==> config.mk <==
export PLATFORM = sky130hd
export DESIGN_NAME = merge_sort_engine_core
export DESIGN_NICKNAME = d
export VERILOG_FILES = /design/src/msort_pkg.sv /design/src/merge_sort_engine_core.sv /design/src/msort_ram.sv
export SDC_FILE = /design/constraint.sdc
export NUM_CORES = 2
export LEC_CHECK = 0
export BUFFER_PORTS_ARGS = -buffer_cell sky130_fd_sc_hd__buf_2
export CAP_MARGIN = 20
export CORE_MARGIN = 4
export CORE_UTILIZATION = 65
export CTS_BUF_LIST = sky130_fd_sc_hd__clkbuf_16
export DETAILED_ROUTE_END_ITERATION = 10
export PLACE_DENSITY_LB_ADDON = 0.3
export SLEW_MARGIN = 20
export SYNTH_ARGS = -nofsm -noshare
export SYNTH_HDL_FRONTEND = slang
export SYNTH_SLANG_ARGS = --single-unit
==> constraint.sdc <==
create_clock -name clk -period 14.59 [get_ports clk]
set_input_delay 0 -clock clk [delete_from_list [all_inputs] [get_ports clk]]
set_output_delay 0 -clock clk [all_outputs]
set_load 0.01 [all_outputs]
==> src/msort_pkg.sv <==
package msort_pkg;

  // Sequencer step addresses
  typedef enum logic [3:0] {
    ST_LOAD    = 4'd0,
    ST_PINIT   = 4'd1,
    ST_PCHK    = 4'd2,
    ST_RINIT   = 4'd3,
    ST_SEG     = 4'd4,
    ST_SEGSET  = 4'd5,
    ST_MCHK    = 4'd6,
    ST_READ    = 4'd7,
    ST_MERGE   = 4'd8,
    ST_SEGNXT  = 4'd9,
    ST_PEND    = 4'd10,
    ST_EMINIT  = 4'd11,
    ST_EMRD    = 4'd12,
    ST_EMOUT   = 4'd13,
    ST_EMNXT   = 4'd14,
    ST_DONE    = 4'd15
  } upc_t;

  // Datapath operations
  typedef enum logic [3:0] {
    OP_NONE,
    OP_LOAD,
    OP_PINIT,
    OP_RINIT,
    OP_SEGSET,
    OP_READ,
    OP_MERGE,
    OP_SEGNXT,
    OP_PEND,
    OP_EMINIT,
    OP_EMRD,
    OP_EMNXT,
    OP_DONE
  } uop_t;

  // Jump conditions
  typedef enum logic [2:0] {
    C_NEVER,
    C_ALWAYS,
    C_LOAD_WAIT,
    C_PASS_DONE,
    C_LO_DONE,
    C_SEG_DONE,
    C_OUT_WAIT,
    C_EMIT_MORE
  } cond_t;

  // One control word
  typedef struct packed {
    logic  in_rdy;
    logic  out_vld;
    uop_t  op;
    cond_t cond;
    upc_t  target;
  } ucw_t;

  // Control store: jump to target when cond holds, else fall through
  function automatic ucw_t uc_rom(input upc_t pc);
    ucw_t w;
    w = '{in_rdy: 1'b0, out_vld: 1'b0, op: OP_NONE, cond: C_NEVER, target: ST_LOAD};
    unique case (pc)
      ST_LOAD:   w = '{1'b1, 1'b0, OP_LOAD,   C_LOAD_WAIT, ST_LOAD};
      ST_PINIT:  w = '{1'b0, 1'b0, OP_PINIT,  C_NEVER,     ST_LOAD};
      ST_PCHK:   w = '{1'b0, 1'b0, OP_NONE,   C_PASS_DONE, ST_EMINIT};
      ST_RINIT:  w = '{1'b0, 1'b0, OP_RINIT,  C_NEVER,     ST_LOAD};
      ST_SEG:    w = '{1'b0, 1'b0, OP_NONE,   C_LO_DONE,   ST_PEND};
      ST_SEGSET: w = '{1'b0, 1'b0, OP_SEGSET, C_NEVER,     ST_LOAD};
      ST_MCHK:   w = '{1'b0, 1'b0, OP_NONE,   C_SEG_DONE,  ST_SEGNXT};
      ST_READ:   w = '{1'b0, 1'b0, OP_READ,   C_NEVER,     ST_LOAD};
      ST_MERGE:  w = '{1'b0, 1'b0, OP_MERGE,  C_ALWAYS,    ST_MCHK};
      ST_SEGNXT: w = '{1'b0, 1'b0, OP_SEGNXT, C_ALWAYS,    ST_SEG};
      ST_PEND:   w = '{1'b0, 1'b0, OP_PEND,   C_ALWAYS,    ST_PCHK};
      ST_EMINIT: w = '{1'b0, 1'b0, OP_EMINIT, C_NEVER,     ST_LOAD};
      ST_EMRD:   w = '{1'b0, 1'b0, OP_EMRD,   C_NEVER,     ST_LOAD};
      ST_EMOUT:  w = '{1'b0, 1'b1, OP_NONE,   C_OUT_WAIT,  ST_EMOUT};
      ST_EMNXT:  w = '{1'b0, 1'b0, OP_EMNXT,  C_EMIT_MORE, ST_EMRD};
      ST_DONE:   w = '{1'b0, 1'b0, OP_DONE,   C_ALWAYS,    ST_LOAD};
    endcase
    return w;
  endfunction

endpackage

==> src/merge_sort_engine_core.sv <==
// Channel | Ports                                  | Transaction
// --------+----------------------------------------+-------------------------------
// input   | in_valid, in_ready, in_value, in_last  | one value; in_last closes run
// output  | out_valid, out_ready, out_value,       | one sorted value, ascending;
//         | out_last, out_overflow                 | out_last on the final one
//
// Loading accepts one value per cycle while in_valid is high; in_ready is
// high only while collecting. The sort runs ceil(log2(n)) merge passes,
// ping-ponging between two RAMs; each output word of a pass is a check,
// read and compare/write step on the shared read ports. Emitting reads,
// outputs and advances for each value, holding while out_ready is low.
// rst_n (synchronous) clears the sequencer, count and overflow flag; the
// RAMs are not cleared, as only entries written in the current run are read.
module merge_sort_engine_core #(
  parameter int DEPTH       = 32,
  parameter int VALUE_WIDTH = 32
) (
  input  logic                          clk,
  input  logic                          rst_n,
  input  logic                          in_valid,
  output logic                          in_ready,
  input  logic signed [VALUE_WIDTH-1:0] in_value,
  input  logic                          in_last,
  output logic                          out_valid,
  input  logic                          out_ready,
  output logic signed [VALUE_WIDTH-1:0] out_value,
  output logic                          out_last,
  output logic                          out_overflow
);

  import msort_pkg::*;

  localparam int AW = $clog2(DEPTH);
  localparam int CW = $clog2(DEPTH + 1);
  localparam int EW = CW + 3;
  localparam logic [CW-1:0] DEPTH_C = CW'(DEPTH);

  // Sequencer
  upc_t upc_r, upc_nxt;
  ucw_t ucw;
  logic jump;

  // Datapath registers
  logic [CW-1:0] cnt_r, cnt_nxt;
  logic          ovf_r, ovf_nxt;
  logic          src_r, src_nxt;
  logic [EW-1:0] w_r, w_nxt;
  logic [EW-1:0] lo_r, lo_nxt;
  logic [CW-1:0] i_r, i_nxt;
  logic [CW-1:0] j_r, j_nxt;
  logic [CW-1:0] k_r, k_nxt;
  logic [CW-1:0] mid_r, mid_nxt;
  logic [CW-1:0] hi_r, hi_nxt;

  // Derived values
  logic [EW-1:0] n_ext;
  logic [EW-1:0] lo_w;
  logic [EW-1:0] lo_2w;
  logic [EW-1:0] k_inc;
  logic          in_acc;
  logic          take_i;

  // RAM signals
  logic                   we_a, we_b, re;
  logic [AW-1:0]          waddr, raddr_a, raddr_b;
  logic [VALUE_WIDTH-1:0] wdata;
  logic [VALUE_WIDTH-1:0] rd_a0, rd_a1, rd_b0, rd_b1;
  logic [VALUE_WIDTH-1:0] src0, src1;

  assign ucw    = uc_rom(upc_r);
  assign in_acc = in_valid && ucw.in_rdy;
  assign n_ext  = EW'(cnt_r);
  assign lo_w   = lo_r + w_r;
  assign lo_2w  = lo_r + (w_r << 1);
  assign k_inc  = EW'(k_r) + EW'(1);

  // Jump condition
  always_comb begin
    unique case (ucw.cond)
      C_NEVER:     jump = 1'b0;
      C_ALWAYS:    jump = 1'b1;
      C_LOAD_WAIT: jump = !(in_valid && in_last);
      C_PASS_DONE: jump = (w_r >= n_ext);
      C_LO_DONE:   jump = (lo_r >= n_ext);
      C_SEG_DONE:  jump = (k_r >= hi_r);
      C_OUT_WAIT:  jump = !out_ready;
      C_EMIT_MORE: jump = (k_inc < n_ext);
      default:     jump = 1'b0;
    endcase
  end

  // Next step
  always_comb begin
    if (jump) begin
      upc_nxt = ucw.target;
    end else begin
      upc_nxt = upc_t'(upc_r + 4'd1);
    end
  end

  // Merge source data and choice (stable: left wins ties)
  assign src0   = src_r ? rd_b0 : rd_a0;
  assign src1   = src_r ? rd_b1 : rd_a1;
  assign take_i = (i_r < mid_r) &&
                  ((j_r >= hi_r) || ($signed(src0) <= $signed(src1)));

  // Datapath control
  always_comb begin
    cnt_nxt = cnt_r;
    ovf_nxt = ovf_r;
    src_nxt = src_r;
    w_nxt   = w_r;
    lo_nxt  = lo_r;
    i_nxt   = i_r;
    j_nxt   = j_r;
    k_nxt   = k_r;
    mid_nxt = mid_r;
    hi_nxt  = hi_r;
    we_a    = 1'b0;
    we_b    = 1'b0;
    re      = 1'b0;
    waddr   = k_r[AW-1:0];
    wdata   = take_i ? src0 : src1;
    raddr_a = i_r[AW-1:0];
    raddr_b = j_r[AW-1:0];
    unique case (ucw.op)
      OP_NONE: begin
      end
      OP_LOAD: begin
        waddr = cnt_r[AW-1:0];
        wdata = in_value;
        if (in_acc) begin
          if (cnt_r < DEPTH_C) begin
            we_a    = 1'b1;
            cnt_nxt = cnt_r + CW'(1);
          end else begin
            ovf_nxt = 1'b1;
          end
        end
      end
      OP_PINIT: begin
        w_nxt   = EW'(1);
        src_nxt = 1'b0;
      end
      OP_RINIT: begin
        lo_nxt = '0;
      end
      OP_SEGSET: begin
        i_nxt   = lo_r[CW-1:0];
        k_nxt   = lo_r[CW-1:0];
        mid_nxt = (lo_w < n_ext) ? lo_w[CW-1:0] : cnt_r;
        j_nxt   = (lo_w < n_ext) ? lo_w[CW-1:0] : cnt_r;
        hi_nxt  = (lo_2w < n_ext) ? lo_2w[CW-1:0] : cnt_r;
      end
      OP_READ: begin
        re = 1'b1;
      end
      OP_MERGE: begin
        we_a  = src_r;
        we_b  = !src_r;
        k_nxt = k_r + CW'(1);
        if (take_i) begin
          i_nxt = i_r + CW'(1);
        end else begin
          j_nxt = j_r + CW'(1);
        end
      end
      OP_SEGNXT: begin
        lo_nxt = lo_2w;
      end
      OP_PEND: begin
        w_nxt   = w_r << 1;
        src_nxt = !src_r;
      end
      OP_EMINIT: begin
        k_nxt = '0;
      end
      OP_EMRD: begin
        re      = 1'b1;
        raddr_a = k_r[AW-1:0];
      end
      OP_EMNXT: begin
        k_nxt = k_r + CW'(1);
      end
      OP_DONE: begin
        cnt_nxt = '0;
        ovf_nxt = 1'b0;
      end
      default: begin
      end
    endcase
  end

  // Control registers
  always_ff @(posedge clk) begin
    if (!rst_n) begin
      upc_r <= ST_LOAD;
      cnt_r <= '0;
      ovf_r <= 1'b0;
      src_r <= 1'b0;
    end else begin
      upc_r <= upc_nxt;
      cnt_r <= cnt_nxt;
      ovf_r <= ovf_nxt;
      src_r <= src_nxt;
    end
  end

  // Index registers
  always_ff @(posedge clk) begin
    w_r   <= w_nxt;
    lo_r  <= lo_nxt;
    i_r   <= i_nxt;
    j_r   <= j_nxt;
    k_r   <= k_nxt;
    mid_r <= mid_nxt;
    hi_r  <= hi_nxt;
  end

  // Ping-pong stores: bank A holds the loaded run
  msort_ram #(.WIDTH(VALUE_WIDTH), .DEPTH(DEPTH)) u_ram_a (
    .clk     (clk),
    .we      (we_a),
    .waddr   (waddr),
    .wdata   (wdata),
    .re      (re),
    .raddr_a (raddr_a),
    .raddr_b (raddr_b),
    .rdata_a (rd_a0),
    .rdata_b (rd_a1)
  );

  msort_ram #(.WIDTH(VALUE_WIDTH), .DEPTH(DEPTH)) u_ram_b (
    .clk     (clk),
    .we      (we_b),
    .waddr   (waddr),
    .wdata   (wdata),
    .re      (re),
    .raddr_a (raddr_a),
    .raddr_b (raddr_b),
    .rdata_a (rd_b0),
    .rdata_b (rd_b1)
  );

  // Ports
  assign in_ready     = ucw.in_rdy;
  assign out_valid    = ucw.out_vld;
  assign out_value    = src0;
  assign out_last     = (k_inc == n_ext);
  assign out_overflow = ovf_r;

  // Checks
  a_no_overlap: assert property (@(posedge clk) disable iff (!rst_n)
    !(in_ready && out_valid))
    else $error("input and output handshakes enabled together");

  a_cnt_bound: assert property (@(posedge clk) disable iff (!rst_n)
    cnt_r <= DEPTH_C)
    else $error("element count beyond store depth");

  a_emit_nonempty: assert property (@(posedge clk) disable iff (!rst_n)
    out_valid |-> (cnt_r != '0) && (k_r < cnt_r))
    else $error("emitting from an empty or exhausted run");

  a_merge_bounds: assert property (@(posedge clk) disable iff (!rst_n)
    (upc_r == ST_MERGE) |-> (k_r < hi_r) && (i_r <= mid_r) && (j_r <= hi_r))
    else $error("merge indices out of segment");

  a_run_restart: assert property (@(posedge clk) disable iff (!rst_n)
    (out_valid && out_ready && out_last) |=> ##2 (in_ready && cnt_r == '0 && !ovf_r))
    else $error("run did not restart after final value");

endmodule

==> src/msort_ram.sv <==
module msort_ram #(
  parameter int WIDTH = 32,
  parameter int DEPTH = 32
) (
  input  logic                     clk,
  input  logic                     we,
  input  logic [$clog2(DEPTH)-1:0] waddr,
  input  logic [WIDTH-1:0]         wdata,
  input  logic                     re,
  input  logic [$clog2(DEPTH)-1:0] raddr_a,
  input  logic [$clog2(DEPTH)-1:0] raddr_b,
  output logic [WIDTH-1:0]         rdata_a,
  output logic [WIDTH-1:0]         rdata_b
);

  logic [WIDTH-1:0] mem [DEPTH];

  // One write port, two registered read ports; read data holds without re
  always_ff @(posedge clk) begin
    if (we) begin
      mem[waddr] <= wdata;
    end
    if (re) begin
      rdata_a <= mem[raddr_a];
      rdata_b <= mem[raddr_b];
    end
  end

endmodule

======== After elaboration in Yosys (flattened, before gate mapping) ========
Memories as Yosys holds them, arrays and structs flattened. A register that Yosys moved wholly into a read port is not among the register bits.
Cells that the tools add are included.
word-level totals
  register bits ........................... 60
  memory bits (writable) .................. 2048
  memory bits (read-only) ................. 208
  logic and storage cells ................. 110
  memories kept ........................... 3
memory list
  memory            words  bits a word  rd ports  clocked after Yosys merged registers in  write ports  RTL line         text
  u_ram_a.mem       32     32           2         2                                        1            msort_ram.sv:16  logic [WIDTH-1:0] mem [DEPTH];
  u_ram_b.mem       32     32           2         2                                        1            msort_ram.sv:16
  (name not given)  16     13           1         1                                        0            msort_pkg.sv:65  unique case (pc)
cells by class
  $add $sub $neg .......................... 8
  magnitude comparators ................... 10
  equality and inequality tests ........... 25
  muxes and demuxes ....................... 34
  reductions and logical operators ........ 19
operators by type and width
  kind                                           count
  two-way mux 32 bit                             4
  two-way mux 6 bit                              6
  case mux 6 bit (2 select lines)                3
  case mux 9 bit (2 select lines)                2
  <= comparator 32 bit                           1
  adder 6 x 1 -> 6 bit, second input constant    4
  == test 4 bit, second input constant           5
  adder 9 bit                                    2
  >= comparator 9 x 6 -> 1 bit                   2
  less-than comparator 9 x 6 -> 1 bit            2
  case mux 6 bit (3 select lines)                1
  == test 4 x 3 -> 1 bit, second input constant  4
  == test 3 bit, second input constant           4
  >= comparator 6 bit                            2
  two-way mux 1 bit                              10
  two-way mux 5 bit                              2
  inequality test 2 bit, second input constant   5
  == test 4 x 2 -> 1 bit, second input constant  2
  two-way mux 4 bit                              2
  case mux 1 bit (8 select lines)                1
  nonzero test 2 bit                             4
  adder 6 x 1 -> 7 bit, second input constant    1
  == test 7 x 6 -> 1 bit                         1
  less-than comparator 7 x 6 -> 1 bit            1
  15 further kinds                               25

======== Depth between registers and ports, before layout ========
  depth after elaboration ................. 6
  depth in mapped cells ................... 18

======== Modules after synthesis ========
Synthesis repeated with hierarchy kept, for this count alone.
unflattened totals
  cell total of the unflattened synthesis .. 7643
  area total of the unflattened synthesis .. 108340.2 um^2
modules (own cells, without submodules)
  module                  times used  cells an instance  area an instance (um^2)
  msort_ram               2           3450               50711.1
  merge_sort_engine_core  1           743                6917.9

======== Worst setup path before layout ========
OpenSTA, ideal clock, no wires.
  path type ............................... register -> register
  start point ............................. register, netlist name ucw[10]
  end point ............................... register u_ram_a.rdata_a[0], read port of u_ram_a.mem, enable pin
  setup time .............................. 0.660 ns
  arrival ................................. 6.825 ns
  data required time ...................... 13.930 ns
  slack ................................... 7.105 ns
  cell stages (with the launch flop) ...... 3
  buffers on the path ..................... 0
  cell sequence ........................... dfxtp_1 nand2b_1 o22ai_1
on the way
  cells in the longest elaborated chain, start to end .. 3
ends and longest elaborated chain
  element                                                         RTL line                       text
  == test 4 bit / == test 4 x 3 -> 1 bit (equally long branches)  merge_sort_engine_core.sv:126  unique case (ucw.op)
  OR reduction 2 bit (no line) *                                  --
  two-way mux 1 bit *                                             merge_sort_engine_core.sv:126
  net re                                                          merge_sort_engine_core.sv:64   logic we_a, we_b, re;
  end, declared                                                   msort_ram.sv:12                output logic [WIDTH-1:0] rdata_a,
The timed path passes the listed nets; every way through them passes the cells marked *.
A chain may end at the register's enable or synchronous reset.

======== Final worst setup path ========
  start point ............................. register src_r
  end point ............................... memory u_ram_a.mem[1][14], data pin
on the way
  cells in the longest elaborated chain, start to end .. 6
ends and longest elaborated chain
  element                                       RTL line                                                      text
  start, declared                               merge_sort_engine_core.sv:46                                  logic src_r, src_nxt;
  start signal, assigned                        merge_sort_engine_core.sv:205                                 src_r <= src_nxt;
  two-way mux 32 bit, on equally long branches  merge_sort_engine_core.sv:102, merge_sort_engine_core.sv:103
  <= comparator 32 bit                          merge_sort_engine_core.sv:105                                 ((j_r >= hi_r) || ($signed(src0) <= $signed(src1)));
  logical OR 1 bit                              merge_sort_engine_core.sv:105
  logical AND 1 bit                             merge_sort_engine_core.sv:104                                 assign take_i = (i_r < mid_r) &&
  two-way mux 32 bit *                          merge_sort_engine_core.sv:123                                 wdata = take_i ? src0 : src1;
  two-way mux 32 bit *                          merge_sort_engine_core.sv:126
  net u_ram_a.wdata[14]                         msort_ram.sv:8                                                input logic [WIDTH-1:0] wdata,
  end, declared                                 msort_ram.sv:16
Marks and branches as above.

==> results.yml <==
synth:
  synth_flop_cell: "edfxtp_1"
  synth_top_area_frac: 0.632
  seq_area_frac_synth: 0.637
  synth.area.top_cells: "edfxtp_1 63%, mux4_2 25%, nand2_1 2.3%"
  synth_edf_count: 2223
  synthDistinctLibCells: 66
  synth_area_mm2: 0.106
  syn_avg_cell_area_um2: 18.8
  yosys.area.top_type: "edfxtp_1"
  yosys_warnings: 0
  syn_inst: 5605
  synth-async-reset-ratio: 0
  ys_seq_elements: 2248
  synth_nets: 5744
global_routing:
  met3_usage: 0.138
  first_global_vias: 65600
  antenna_found_initial: 25
  grt_usage: 0.400
  grt_overflow: 0
  met2_usage: 0.587
  grtUsageMet1: 0.511
  grt_max_degree: 144
  grt_pass1_wl_mm: 473
  busiest_layer: "met2"
drt:
  finalWirelength_mm: 334
  route.detailed.drc: 0
  wl_per_cell_um: 41.5
  viasPerCell: 8.11
  vias: 65200
  postRouteAntennaNets: 0
  drt_iter0_drc: 12200
  drt_pre_antenna_iters: 8
die:
  dieWidth_um: 411
  initial_utilization: 0.656
  die_area_mm2: 0.169
  die_height_um: 411
  io_pins: 73
  rows: 147
  core_mm2: 0.161
worst_setup_path:
  ff2ff_setup_slack_ns: 8.40
  crit_required_ns: 15.23
  end_kind: "flop"
  worstSetupStartpointType: "flop"
  criticalPathCategory: "flop to flop"
  critPathArrivalTime_ns: 6.83
  critical_path_peak_fanout: 44
sta:
  finalCritPeriodShare: 0.424
  finalSetupViolCount: 0
  final-hold-violation-count: 0
  finalSetupTns_ns: 0
  relSlewSlack: 0.152
  drv_slew: 0
  fmax_mhz: 162
  rsz0062_at_grt: "false"
  worst_pin_slew_ns: 1.27
  worst_slack_ns: 8.40
  finClkSkew_ns: 0.0571
  period_needed_ns: 6.19
finish:
  final_common_cell: "edfxtp_1"
  syn_to_final_growth_pct: 10.5
  layout-drive-gt1-share: 0.332
  final_cell_mix: "2223 x edfxtp_1, 1152 x mux4_2, 661 x nand2_1, 410 x nand3_1, 226 x clkbuf_16"
  fin_nets: 5822
clock_tree:
  clk_pin_slew_ns: 0.06
  insertion_delay_ns: 0.88
  clockBufferDepth: 3
  htree_levels: 4
  cts_tree: "yes"
  cts_buffers: 219
  post_cts_resized: 0
  root_buffer: "clkbuf_16"
  cts.sinks: 2248
placement:
  io_buffer_count: 72
  gp_congestion: 0.916
  place_hpwl_mm: 168
  place_ws_ns: 8.43
flow_run:
  maxCapViolCount: 0
pwr:
  vdd.ir_drop.worst_mv: 0.156
  p_leak_nw: 37.3
  powerDensity_mw_per_mm2: 143
worst_hold_path:
  hold_class: "primary input to flop"
run_status:
  status: "completed"
## worst paths after layout
kind / start / end / cells past startpoint
min reg2reg: ucw[3] / ucw[11] / 2
min: in_value[4] / u_ram_b.mem[21][4] / 4
max reg2reg: src_r / u_ram_a.mem[1][14] / 13
max: src_r / u_ram_a.mem[1][14] / 13
## stage by stage
stage               instances   util  total power, mW  instance area, um2  hold slack [ns]
floorplan                5605      -             9.96              106000            0.189
global placement         7596  0.678             10.8              109000            0.356
detailed placement       7596  0.678             10.9              109000            0.368
CTS                      8028  0.725             16.6              117000          0.00455
global route             8034  0.725             17.2              117000           0.0674
finish                   8047  0.725             16.7              117000           0.0548
## synth_stat cells, types with 12 or more instances
cell and number:
and3_1 12, nand2_1 661, xnor2_1 18, mux2_2 115, buf_6 46, buf_2 106
and2_1 40, a21oi_1 37, ha_1 100, dfxtp_1 25, mux2i_1 48, o21ai_0 20
mux4_2 1152, inv_1 33, a21o_1 12, nand3_1 410, nand2b_1 14, buf_1 40
edfxtp_1 2223, clkbuf_1 197, xor2_1 14, nor2_1 133, o31ai_1 35
## what timing repair did
action / in CTS / in global routing
endpoints found under the hold margin: 809 / 0
hold buffers: 21 / 0
setup buffers: 0 / 0
## kinds of logic (layout without fill, tap and decap cells)
kind of cell,Yosys count,in the layout,synth area share
adders and majority gates,102,102,0.0122
AOI/OAI and AO/OA,156,156,0.0102
muxes,1318,1318,0.263
DFF,2248,2248,0.637
xor gates and xnor gates,32,32,0.00265
other,0,14,0
buffers and inverters,433,701,0.0202
and+or+nand+nor,1316,1316,0.0547
## flip-flops by register name, summed over array words and instances (netlist names)
signal and flops:
u_ram_a.mem 1024, u_ram_b.mem 1024, u_ram_a.rdata_a 32, u_ram_a.rdata_b 32, u_ram_b.rdata_a 32, u_ram_b.rdata_b 32
ucw 13, w_r 9, lo_r 8, cnt_r 6, hi_r 6, i_r 6
j_r 6, k_r 6, mid_r 6, upc_r 4, out_overflow 1, src_r 1
## critical path, stage by stage, from the launching register on
cell and delay [ns]:
dfxtp_4 0.66, buf_4 0.63, mux2_2 0.45, ha_1 0.31, nor2b_1 0.14, o211ai_1 0.17, a21oi_1 0.10, a211o_1 0.31
a2111oi_0 0.72, nor2_4 0.25, buf_4 0.36, and2_1 0.26, o31ai_4 0.98, buf_4 0.49
## cell type report
class                   count  area, um2
diodes                     14       35.0
clock buffers             226       5660
clock inverters           185       1690
fillers                  8762      44200
inverters                  35        131
multi-input cells        2924      37300
flip-flops and latches   2248      67300
well taps                2160       2700
repair buffers            255       1980
## routing by layer
metal  wire [um]  up-vias
met5         212        -
met4       28200       12
met3       55000     1670
met2      151000     7360
met1       99800    32600
li1            -    23600
## power by group
part	leakage (nW)	total, mW	switching [mW]	internal [mW]
Combinational	13.3	2.47	1.86	0.614
Sequential	20.2	8.45	0.128	8.32
Clock	3.75	5.81	2.50	3.31
No activity file was read; power rests on OpenSTA's default activity.
